**src/rtl/core/i2cmrt_pkg.sv**
```systemverilog
// shared types and constants for the i2c master register transfer block
`timescale 1ns / 1ps
package i2cmrt_pkg;

	localparam logic [1:0] ACT_TICK  = 2'd0;
	localparam logic [1:0] ACT_WRITE = 2'd1;
	localparam logic [1:0] ACT_DATA  = 2'd2;
	localparam logic [1:0] ACT_READ  = 2'd3;

	localparam logic [1:0] CFG_UNIT_TICKS  = 2'd0;
	localparam logic [1:0] CFG_ACK_TIMEOUT = 2'd1;

	localparam logic [15:0] UNIT_TICKS_RST  = 16'd100;
	localparam logic [9:0]  ACK_TIMEOUT_RST = 10'd250;

	typedef struct packed {
		logic [15:0] unit_ticks;
		logic [9:0]  ack_timeout;
	} cfg_t;

	typedef struct packed {
		logic       scl_level;
		logic       sda_level;
		logic       sda_drive;
		logic       busy_res;
		logic       want_data;
		logic [7:0] read_data;
		logic       read_valid;
		logic       read_last;
		logic       done_res;
		logic       error;
	} res_t;

endpackage

```
**src/rtl/core/i2cmrt_cfg.sv**
```systemverilog
// configuration registers: bus timing unit and ack timeout
`timescale 1ns / 1ps
module i2cmrt_cfg
	import i2cmrt_pkg::*;
(
	input  logic        clk,
	input  logic        arst_n,
	input  logic        cfg_we,
	input  logic [1:0]  cfg_index,
	input  logic [15:0] cfg_data,
	output cfg_t        cfg
);

	logic [15:0] unit_ticks_q;
	logic [9:0]  ack_timeout_q;

	always_ff @(posedge clk or negedge arst_n) begin
		if (!arst_n) begin
			unit_ticks_q  <= UNIT_TICKS_RST;
			ack_timeout_q <= ACK_TIMEOUT_RST;
		end else if (cfg_we) begin
			unique case (cfg_index)
				CFG_UNIT_TICKS:  unit_ticks_q  <= cfg_data;
				CFG_ACK_TIMEOUT: ack_timeout_q <= cfg_data[9:0];
				default: ;
			endcase
		end
	end

	assign cfg.unit_ticks  = unit_ticks_q;
	assign cfg.ack_timeout = ack_timeout_q;

endmodule

```
**src/rtl/core/i2cmrt_engine.sv**
```systemverilog
// bus sequencer: phase state, bit and byte counters, result decode per request
`timescale 1ns / 1ps
module i2cmrt_engine
	import i2cmrt_pkg::*;
(
	input  logic       clk,
	input  logic       arst_n,
	input  logic       accept,
	input  logic [1:0] action,
	input  logic [6:0] dev_addr,
	input  logic [7:0] reg_addr,
	input  logic [7:0] xfer_length,
	input  logic [7:0] data_byte,
	input  logic       sda_in,
	input  cfg_t       cfg,
	output res_t       res
);

	localparam logic [4:0] PH_IDLE  = 5'd0;
	localparam logic [4:0] PH_SA1   = 5'd1;
	localparam logic [4:0] PH_SA2   = 5'd2;
	localparam logic [4:0] PH_SB1   = 5'd3;
	localparam logic [4:0] PH_SB2   = 5'd4;
	localparam logic [4:0] PH_TSET  = 5'd5;
	localparam logic [4:0] PH_THI   = 5'd6;
	localparam logic [4:0] PH_TLO   = 5'd7;
	localparam logic [4:0] PH_AREL  = 5'd8;
	localparam logic [4:0] PH_AHI   = 5'd9;
	localparam logic [4:0] PH_APOLL = 5'd10;
	localparam logic [4:0] PH_WDATA = 5'd11;
	localparam logic [4:0] PH_RLO   = 5'd12;
	localparam logic [4:0] PH_RHI   = 5'd13;
	localparam logic [4:0] PH_ML1   = 5'd14;
	localparam logic [4:0] PH_ML2   = 5'd15;
	localparam logic [4:0] PH_MH1   = 5'd16;
	localparam logic [4:0] PH_MH2   = 5'd17;
	localparam logic [4:0] PH_PL1   = 5'd18;
	localparam logic [4:0] PH_PL2   = 5'd19;
	localparam logic [4:0] PH_PH1   = 5'd20;
	localparam logic [4:0] PH_PH2   = 5'd21;

	localparam logic [1:0] ST_ADDR_W = 2'd0;
	localparam logic [1:0] ST_REG    = 2'd1;
	localparam logic [1:0] ST_DATA   = 2'd2;
	localparam logic [1:0] ST_ADDR_R = 2'd3;

	logic [4:0]  phase_q,     n_phase;
	logic [15:0] unit_timer_q, n_timer;
	logic [3:0]  bit_index_q, n_bit;
	logic [7:0]  shift_q,     n_shift;
	logic [7:0]  bytes_left_q, n_bytes;
	logic [9:0]  tcount_q,    n_tcount;
	logic [6:0]  dev_q,       n_dev;
	logic [7:0]  reg_q,       n_reg;
	logic        read_mode_q, n_read_mode;
	logic        err_flag_q,  n_err_flag;
	logic [1:0]  stage_q,     n_stage;

	logic [15:0] timer_inc;
	logic        elapsed;
	logic        fail;
	logic        r_valid;
	logic        r_last;
	logic        r_done;
	logic        r_err;
	logic        scl;
	logic        sdal;
	logic        drv;

	assign timer_inc = unit_timer_q + 16'd1;
	assign elapsed   = (timer_inc >= cfg.unit_ticks);
	assign fail      = sda_in && (tcount_q >= cfg.ack_timeout);

	always_comb begin
		n_phase     = phase_q;
		n_timer     = unit_timer_q;
		n_bit       = bit_index_q;
		n_shift     = shift_q;
		n_bytes     = bytes_left_q;
		n_tcount    = tcount_q;
		n_dev       = dev_q;
		n_reg       = reg_q;
		n_read_mode = read_mode_q;
		n_err_flag  = err_flag_q;
		n_stage     = stage_q;
		r_valid     = 1'b0;
		r_last      = 1'b0;
		r_done      = 1'b0;
		r_err       = 1'b0;

		if (action == ACT_WRITE || action == ACT_READ) begin
			if (phase_q == PH_IDLE) begin
				n_dev       = dev_addr;
				n_reg       = reg_addr;
				n_bytes     = xfer_length;
				n_read_mode = (action == ACT_READ);
				n_err_flag  = 1'b0;
				n_tcount    = '0;
				n_bit       = '0;
				n_shift     = {dev_addr, 1'b0};
				n_stage     = ST_ADDR_W;
				n_phase     = PH_SA1;
				n_timer     = '0;
			end
		end else if (action == ACT_DATA) begin
			if (phase_q == PH_WDATA) begin
				n_shift = data_byte;
				n_bit   = '0;
				n_stage = ST_DATA;
				n_phase = PH_TSET;
				n_timer = '0;
			end
		end else if (phase_q == PH_APOLL) begin
			if (sda_in && !fail)
				n_tcount = tcount_q + 10'd1;
			if (!sda_in || fail) begin
				n_timer = '0;
				if (fail && (stage_q == ST_ADDR_W || stage_q == ST_DATA)) begin
					n_err_flag = 1'b1;
					n_phase    = PH_PL1;
				end else begin
					unique case (stage_q)
						ST_ADDR_W: begin
							n_shift = reg_q;
							n_bit   = '0;
							n_stage = ST_REG;
							n_phase = PH_TSET;
						end
						ST_REG: begin
							if (read_mode_q) begin
								n_stage = ST_ADDR_R;
								n_phase = PH_SA1;
							end else if (bytes_left_q == 8'd0) begin
								n_phase = PH_PL1;
							end else begin
								n_stage = ST_DATA;
								n_phase = PH_WDATA;
							end
						end
						ST_DATA: begin
							n_bytes = bytes_left_q - 8'd1;
							n_phase = (n_bytes == 8'd0) ? PH_PL1 : PH_WDATA;
						end
						default: begin
							n_bit   = '0;
							n_phase = (bytes_left_q == 8'd0) ? PH_PL1 : PH_RLO;
						end
					endcase
				end
			end
		end else if (phase_q != PH_IDLE && phase_q != PH_WDATA) begin
			if (!elapsed) begin
				n_timer = timer_inc;
			end else begin
				n_timer = '0;
				unique case (phase_q)
					PH_SB2: begin
						if (stage_q == ST_ADDR_R)
							n_shift = {dev_q, 1'b1};
						n_bit   = '0;
						n_phase = PH_TSET;
					end
					PH_TLO: begin
						n_shift = {shift_q[6:0], 1'b0};
						n_bit   = bit_index_q + 4'd1;
						n_phase = (n_bit >= 4'd8) ? PH_AREL : PH_TSET;
					end
					PH_AHI: begin
						n_tcount = '0;
						n_phase  = PH_APOLL;
					end
					PH_RHI: begin
						n_shift = {shift_q[6:0], sda_in};
						n_bit   = bit_index_q + 4'd1;
						if (n_bit >= 4'd8) begin
							r_valid = 1'b1;
							r_last  = (bytes_left_q == 8'd1);
							n_phase = PH_ML1;
						end else begin
							n_phase = PH_RLO;
						end
					end
					PH_MH2: begin
						n_bytes = bytes_left_q - 8'd1;
						n_bit   = '0;
						n_phase = (n_bytes == 8'd0) ? PH_PL1 : PH_RLO;
					end
					PH_PH2: begin
						r_done  = 1'b1;
						r_err   = err_flag_q;
						n_phase = PH_IDLE;
					end
					default: n_phase = phase_q + 5'd1;
				endcase
			end
		end
	end

	// bus levels after this request
	always_comb begin
		unique case (n_phase)
			PH_SA1, PH_SA2:          begin scl = 1'b1; sdal = 1'b1; drv = 1'b1; end
			PH_SB1, PH_SB2:          begin scl = 1'b1; sdal = 1'b0; drv = 1'b1; end
			PH_TSET, PH_TLO:         begin scl = 1'b0; sdal = n_shift[7]; drv = 1'b1; end
			PH_THI:                  begin scl = 1'b1; sdal = n_shift[7]; drv = 1'b1; end
			PH_AREL:                 begin scl = 1'b0; sdal = 1'b1; drv = 1'b1; end
			PH_AHI:                  begin scl = 1'b1; sdal = 1'b1; drv = 1'b1; end
			PH_APOLL, PH_RHI:        begin scl = 1'b1; sdal = 1'b1; drv = 1'b0; end
			PH_WDATA, PH_RLO:        begin scl = 1'b0; sdal = 1'b1; drv = 1'b0; end
			PH_ML1, PH_ML2: begin
				scl = 1'b0; sdal = (n_bytes == 8'd1); drv = 1'b1;
			end
			PH_MH1, PH_MH2: begin
				scl = 1'b1; sdal = (n_bytes == 8'd1); drv = 1'b1;
			end
			PH_PL1, PH_PL2:          begin scl = 1'b0; sdal = 1'b0; drv = 1'b1; end
			PH_PH1, PH_PH2:          begin scl = 1'b1; sdal = 1'b1; drv = 1'b1; end
			default:                 begin scl = 1'b1; sdal = 1'b1; drv = 1'b0; end
		endcase
	end

	assign res.scl_level  = scl;
	assign res.sda_level  = sdal;
	assign res.sda_drive  = drv;
	assign res.busy_res   = (n_phase != PH_IDLE);
	assign res.want_data  = (n_phase == PH_WDATA);
	assign res.read_data  = r_valid ? n_shift : 8'd0;
	assign res.read_valid = r_valid;
	assign res.read_last  = r_last;
	assign res.done_res   = r_done;
	assign res.error      = r_err;

	always_ff @(posedge clk or negedge arst_n) begin
		if (!arst_n) begin
			phase_q      <= PH_IDLE;
			unit_timer_q <= '0;
			bit_index_q  <= '0;
			shift_q      <= '0;
			bytes_left_q <= '0;
			tcount_q     <= '0;
			dev_q        <= '0;
			reg_q        <= '0;
			read_mode_q  <= 1'b0;
			err_flag_q   <= 1'b0;
			stage_q      <= ST_ADDR_W;
		end else if (accept) begin
			phase_q      <= n_phase;
			unit_timer_q <= n_timer;
			bit_index_q  <= n_bit;
			shift_q      <= n_shift;
			bytes_left_q <= n_bytes;
			tcount_q     <= n_tcount;
			dev_q        <= n_dev;
			reg_q        <= n_reg;
			read_mode_q  <= n_read_mode;
			err_flag_q   <= n_err_flag;
			stage_q      <= n_stage;
		end
	end

	a_done_to_idle: assert property (@(posedge clk) disable iff (!arst_n)
		(accept && r_done) |=> (phase_q == PH_IDLE))
		else $error("done without return to idle");

	a_wdata_stage: assert property (@(posedge clk) disable iff (!arst_n)
		(phase_q == PH_WDATA) |-> (stage_q == ST_DATA && !read_mode_q))
		else $error("data wait outside write data stage");

	a_bit_range: assert property (@(posedge clk) disable iff (!arst_n)
		bit_index_q <= 4'd8)
		else $error("bit counter out of range");

endmodule

```
**src/rtl/core/i2cmrt_outq.sv**
```systemverilog
// two-entry result queue between the sequencer and the output channel
`timescale 1ns / 1ps
module i2cmrt_outq
	import i2cmrt_pkg::*;
(
	input  logic clk,
	input  logic arst_n,
	input  logic push,
	input  res_t push_data,
	output logic full,
	output logic out_valid,
	input  logic out_stall,
	output res_t out_data
);

	res_t       entry_q [2];
	logic       wr_ptr_q;
	logic       rd_ptr_q;
	logic [1:0] count_q;
	logic       pop;

	assign out_valid = (count_q != 2'd0);
	assign full      = (count_q == 2'd2);
	assign pop       = out_valid && !out_stall;
	assign out_data  = entry_q[rd_ptr_q];

	always_ff @(posedge clk) begin
		if (push)
			entry_q[wr_ptr_q] <= push_data;
	end

	always_ff @(posedge clk or negedge arst_n) begin
		if (!arst_n) begin
			wr_ptr_q <= 1'b0;
			rd_ptr_q <= 1'b0;
			count_q  <= 2'd0;
		end else begin
			if (push)
				wr_ptr_q <= ~wr_ptr_q;
			if (pop)
				rd_ptr_q <= ~rd_ptr_q;
			if (push && !pop)
				count_q <= count_q + 2'd1;
			else if (pop && !push)
				count_q <= count_q - 2'd1;
		end
	end

	a_count_range: assert property (@(posedge clk) disable iff (!arst_n)
		count_q <= 2'd2)
		else $error("result queue overflow");

endmodule

```
**src/rtl/core/i2c_master_register_transfer.sv**
```systemverilog
// top level of the i2c master register transfer block
// the result of each accepted request is registered in the result queue and leaves it in order
// throughput: one request per cycle while in_stall is low; the sequencer state advances once per request
// a two-entry result queue keeps requests flowing while one result waits at the output
// reset: asynchronous, active low; sequencer idle, unit_ticks 100, ack_timeout 250
`timescale 1ns / 1ps
module i2c_master_register_transfer
	import i2cmrt_pkg::*;
(
	input  logic        clk,
	input  logic        arst_n,
	input  logic        cfg_we,
	input  logic [1:0]  cfg_index,
	input  logic [15:0] cfg_data,
	input  logic        in_valid,
	output logic        in_stall,
	input  logic [1:0]  action,
	input  logic [6:0]  dev_addr,
	input  logic [7:0]  reg_addr,
	input  logic [7:0]  xfer_length,
	input  logic [7:0]  data_byte,
	input  logic        sda_in,
	output logic        out_valid,
	input  logic        out_stall,
	output logic        scl_level,
	output logic        sda_level,
	output logic        sda_drive,
	output logic        busy_res,
	output logic        want_data,
	output logic [7:0]  read_data,
	output logic        read_valid,
	output logic        read_last,
	output logic        done_res,
	output logic        error
);

	cfg_t cfg;
	res_t res;
	res_t out_data;
	logic full;
	logic accept;

	assign in_stall = full;
	assign accept   = in_valid && !full;

	i2cmrt_cfg u_cfg (
		.clk       (clk),
		.arst_n    (arst_n),
		.cfg_we    (cfg_we),
		.cfg_index (cfg_index),
		.cfg_data  (cfg_data),
		.cfg       (cfg)
	);

	i2cmrt_engine u_engine (
		.clk         (clk),
		.arst_n      (arst_n),
		.accept      (accept),
		.action      (action),
		.dev_addr    (dev_addr),
		.reg_addr    (reg_addr),
		.xfer_length (xfer_length),
		.data_byte   (data_byte),
		.sda_in      (sda_in),
		.cfg         (cfg),
		.res         (res)
	);

	i2cmrt_outq u_outq (
		.clk       (clk),
		.arst_n    (arst_n),
		.push      (accept),
		.push_data (res),
		.full      (full),
		.out_valid (out_valid),
		.out_stall (out_stall),
		.out_data  (out_data)
	);

	assign scl_level  = out_data.scl_level;
	assign sda_level  = out_data.sda_level;
	assign sda_drive  = out_data.sda_drive;
	assign busy_res   = out_data.busy_res;
	assign want_data  = out_data.want_data;
	assign read_data  = out_data.read_data;
	assign read_valid = out_data.read_valid;
	assign read_last  = out_data.read_last;
	assign done_res   = out_data.done_res;
	assign error      = out_data.error;

endmodule
```
**config.mk**
```make
export PLATFORM = sky130hd
export DESIGN_NAME = i2c_master_register_transfer
export DESIGN_NICKNAME = d
export VERILOG_FILES = /design/src/rtl/core/i2cmrt_pkg.sv /design/src/rtl/core/i2cmrt_cfg.sv /design/src/rtl/core/i2cmrt_engine.sv /design/src/rtl/core/i2cmrt_outq.sv /design/src/rtl/core/i2c_master_register_transfer.sv
export SDC_FILE = /design/constraint.sdc
export NUM_CORES = 1
export LEC_CHECK = 0
export BUFFER_PORTS_ARGS = -buffer_cell sky130_fd_sc_hd__buf_4
export CORE_UTILIZATION = 41
export DETAILED_ROUTE_END_ITERATION = 7
export SYNTH_ARGS = -nofsm -noshare
export SYNTH_HDL_FRONTEND = slang
export SYNTH_SLANG_ARGS = --single-unit
```
**constraint.sdc**
```tcl
create_clock -name clk -period 4.36 [get_ports clk]
set_input_delay 0.218 -clock clk [delete_from_list [all_inputs] [get_ports clk]]
set_output_delay 0.218 -clock clk [all_outputs]
set_load 0.01 [all_outputs]
```
==> results.cfg <==
[synthesis]
async_flop_share = 0.746
synth.distinct_cells = 82
yosys_warnings = 0
synth_top_area_share = 0.270
yosys-top-cells-area = dfrtp_1 27%, edfxtp_1 12%, mux2_2 6.4%, ha_1 6.1%, nand2_1 5.3%
ys_seq_area_frac = 0.419
netlist_instances = 904
syn-num-nets = 1002
synth_edf_count = 34
yosysTopAreaCell = dfrtp_1
synth_area_um2 = 8440
ys_ff_latch = 134
synth_ff_type = dfrtp_1
syn-mean-instance-area_um2 = 9.34

[grt]
grt-ovfl-total = 0
antenna_found_initial = 0
grt_max_degree = 54
grt_usage = 0.222
grt_pass1_wl_um = 36900
grt_pass1_vias = 6997

[critical_path]
worstPathBufferInverterCount = 1
critPathCaptureType = flop
max_stage_delay_ns = 0.49
path_cells = ha_1 -> nand3_1 -> nor2_1 -> and3_1 -> buf_4 -> nand3_1 -> xnor2_2 -> ha_1 -> nand2_1 -> a2111oi_4 -> a21o_4 -> and2_4 -> a31oi_1 -> and2_2 -> or3_1 -> a21oi_1 -> o32ai_2
worstSetupPathType = flop to flop
cp_top_family = simple AND/OR/NAND/NOR gates
r2r_setup_slack_ns = 0.23
r2r_end = u_outq.entry_q[1][15]$_DFFE_PP_
path_depth = 17
reg2reg_depth = 17
crit_fanout = 9
cp_data_required_time_ns = 4.53
slowest_stage = a2111oi_4
cp-start-kind = flop
critPathArrivalTime_ns = 4.30
reg2reg_from = u_engine.unit_timer_q[0]$_DFFE_PN0P_

[power]
vdd_drop_max_mv = 0.313
comb_power_share = 0.340
p_clk_frac = 0.275
p_sw_frac = 0.371
leakage_nw = 4.32
p_sw_mw = 1.88
power.density_nw_per_um2 = 500
power_frac_seq = 0.385
finalPower_mw = 5.05
power.internal_mw = 3.17

[floorplan]
die-area_um2 = 21200
die_x_um = 146
io_pins = 76
start_util = 0.417
die_height_um = 146
rows = 52
coreArea_um2 = 20200

[sta]
fin_crit_sh = 0.947
maxSlewHeadroom = 0.344
hold_viol = 0
finalSetupViolations = 0
final.setup.tns_ns = 0
fin_worst_skew_ns = 0.0127
period_needed_ns = 4.13
fmax_mhz = 242
tightest_slew_ns = 0.973
slew_violations = 0

[clock_network]
cts_buffer_depth = 2
tritoncts = done
insertion_delay_ns = 0.44
htree_levels = 4
cts_buffers = 17
cts.reportedPaths.clkPinSlew_ns = 0.07
numClockSinks = 134
cts_root_buf = clkbuf_16

[route]
routed_wl_um = 22700
ant_nets = 0
vias = 7177
route.detailed.drc = 0
drt-pass1-iter-count = 5
viasPerCell = 5.62
drtIter0Drc = 435
wl_per_cell_um = 17.8

[final_layout]
regArea_um2 = 3540
fill_cells = 1916
drive_above_1_share = 0.232
final_cell_area_um2 = 10100
antennaDiodeCount = 0
final_cells = 1276
syn_to_final_growth_pct = 19.6
layout.nets = 1091
multi_input_area_um2 = 4630

[placed_design]
gp_congestion = 0.921
portBuffers = 75
placedInstanceArea_um2 = 9420
hpwlAfterDp_um = 16700
post-place-cells = 1240

[worst_hold_path]
hold_depth = 3
hp-start = cfg_data[13]
min_to = u_cfg.unit_ticks_q[13]$_DFFE_PN0P_
hp-class = primary input to flop

[job]
drv_cap = 0

[status]
status = completed
## synthesized netlist by cell type, types with 4 or more instances
cell	n
nand2_1	120
dfrtp_1	91
o21ai_0	79
nor2_1	60
mux2_2	48
ha_1	41
inv_1	41
edfxtp_1	34
clkbuf_1	32
a21oi_1	31
nand3_1	28
xnor2_1	17
xor2_1	17
a31oi_1	16
nor3_1	14
mux2i_1	13
nand4_1	12
and3_1	11
nand2b_1	10
and2_1	9
dfstp_2	9
o21a_1	9
o22ai_1	9
buf_2	8
nor2b_1	8
a21o_1	7
nor4_1	7
or3_1	7
o211ai_1	6
a211o_1	5
a22oi_1	5
o2111ai_1	5
o221ai_1	5
a221o_1	4
nor3b_1	4
o21bai_1	4
o31a_1	4
or2_2	4
## worst reg2reg max path, stage by stage (launching register included)
cell and delay, ns:
dfrtp_2 0.40, ha_1 0.18, nand3_1 0.10, nor2_1 0.14, and3_1 0.21, buf_4 0.14
nand3_1 0.11, xnor2_2 0.17, ha_1 0.28, nand2_1 0.10, a2111oi_4 0.49, a21o_4 0.27
and2_4 0.21, a31oi_1 0.14, and2_2 0.28, or3_1 0.32, a21oi_1 0.19, o32ai_2 0.12
## routing by layer
metal | GRT usage | vias to the layer above | part of all wire
li1 | - | 3477 | -
met1 | 0.304 | 3457 | 0.46
met2 | 0.357 | 209 | 0.47
met3 | 0.0426 | 34 | 0.052
met4 | 0.0684 | 0 | 0.016
met5 | 0 | - | 0
## timing repair
item | in CTS | in global routing
gates resized for setup | 0 | 16
buffers inserted | 0 | 0
hold endpoints to repair | 46 | 0
hold buffers | 4 | 0
setup endpoints to repair | 0 | 38
## how the worst max path moves through the flow
stage | startpoint | to | slack [ns]
floorplan | u_engine.unit_timer_q[0]$_DFFE_PN0P_ | u_outq.entry_q[0][15]$_DFFE_PP_ | 0.28
global placement | u_engine.unit_timer_q[0]$_DFFE_PN0P_ | u_outq.entry_q[0][15]$_DFFE_PP_ | 0.15
detailed placement | u_engine.unit_timer_q[0]$_DFFE_PN0P_ | u_outq.entry_q[0][15]$_DFFE_PP_ | 0.06
CTS | u_engine.unit_timer_q[0]$_DFFE_PN0P_ | u_outq.entry_q[1][15]$_DFFE_PP_ | 0.03
global route | u_engine.unit_timer_q[0]$_DFFE_PN0P_ | u_outq.entry_q[1][15]$_DFFE_PP_ | -0.01
finish | u_engine.unit_timer_q[0]$_DFFE_PN0P_ | u_outq.entry_q[1][15]$_DFFE_PP_ | 0.23
## area by class of cell
class	instances	area share
clock buffer	17	0.0421
clock inverter	15	0.0134
inverter	43	0.0160
multi-input combinational	681	0.458
sequential	134	0.350
tap	270	0.0334
timing repair buffer	116	0.0872
## metrics by stage
| stage | worst slack, ns | hold slack (ns) | utilization |
|---|---|---|---|
| after global placement | 0.147 | 0.296 | 0.465 |
| after floorplan | 0.282 | -0.0776 | - |
| after global routing | -0.00990 | 0.00244 | 0.499 |
| after CTS | 0.0257 | 0.00328 | 0.495 |
| final | 0.233 | 0.00294 | 0.499 |
| after detailed placement | 0.0605 | 0.303 | 0.465 |
## cells by family (layout without fill, tap and decap cells)
kind of cell | count (synthesis) | after routing | synth area share
xor+xnor | 34 | 34 | 0.0353
mux | 61 | 61 | 0.0794
flops | 134 | 134 | 0.419
simple gates | 313 | 313 | 0.182
fa+ha+maj | 41 | 41 | 0.0607
buf+inv | 89 | 191 | 0.0440
compound gates | 232 | 232 | 0.180
## placed cells by master, fill, tap and decap left out, types with 17 or more instances in the layout
cell type | synthesis | final
nand2_1 | 120 | 120
xor2_1 | 17 | 17
dfrtp_1 | 91 | 89
o21ai_0 | 79 | 79
edfxtp_1 | 34 | 34
ha_1 | 41 | 41
inv_1 | 41 | 41
nor2_1 | 60 | 59
clkbuf_16 | 0 | 17
nand3_1 | 28 | 28
buf_4 | 3 | 112
mux2_2 | 48 | 48
a21oi_1 | 31 | 30
## power by group through the flow
stage          Combinational [mW]  Clock (mW)  Sequential (mW)
2_1_floorplan                1.28           0             1.78
3_3_place_gp                 1.68           0             1.95
3_5_place_dp                 1.69           0             1.96
4_1_cts                      1.70        1.41             1.93
5_1_grt                      1.90        1.47             1.98
6_report                     1.72        1.39             1.94
## state kept, by name, indices dropped and copies added, names as in the netlist
| name | cells |
|---|---|
| u_outq.entry_q | 34 |
| u_outq.wr_ptr_q | 1 |
| u_engine.reg_q | 8 |
| u_engine.err_flag_q | 1 |
| u_engine.read_mode_q | 1 |
| u_engine.unit_timer_q | 16 |
| u_engine.tcount_q | 10 |
| u_cfg.unit_ticks_q | 16 |
| u_engine.stage_q | 2 |
| u_outq.rd_ptr_q | 1 |
| u_engine.dev_q | 7 |
| u_engine.phase_q | 5 |
| u_outq.count_q | 2 |
| u_engine.bytes_left_q | 8 |
| u_engine.bit_index_q | 4 |
| u_cfg.ack_timeout_q | 10 |
| u_engine.shift_q | 8 |
Power figures use the tool's default switching activity.
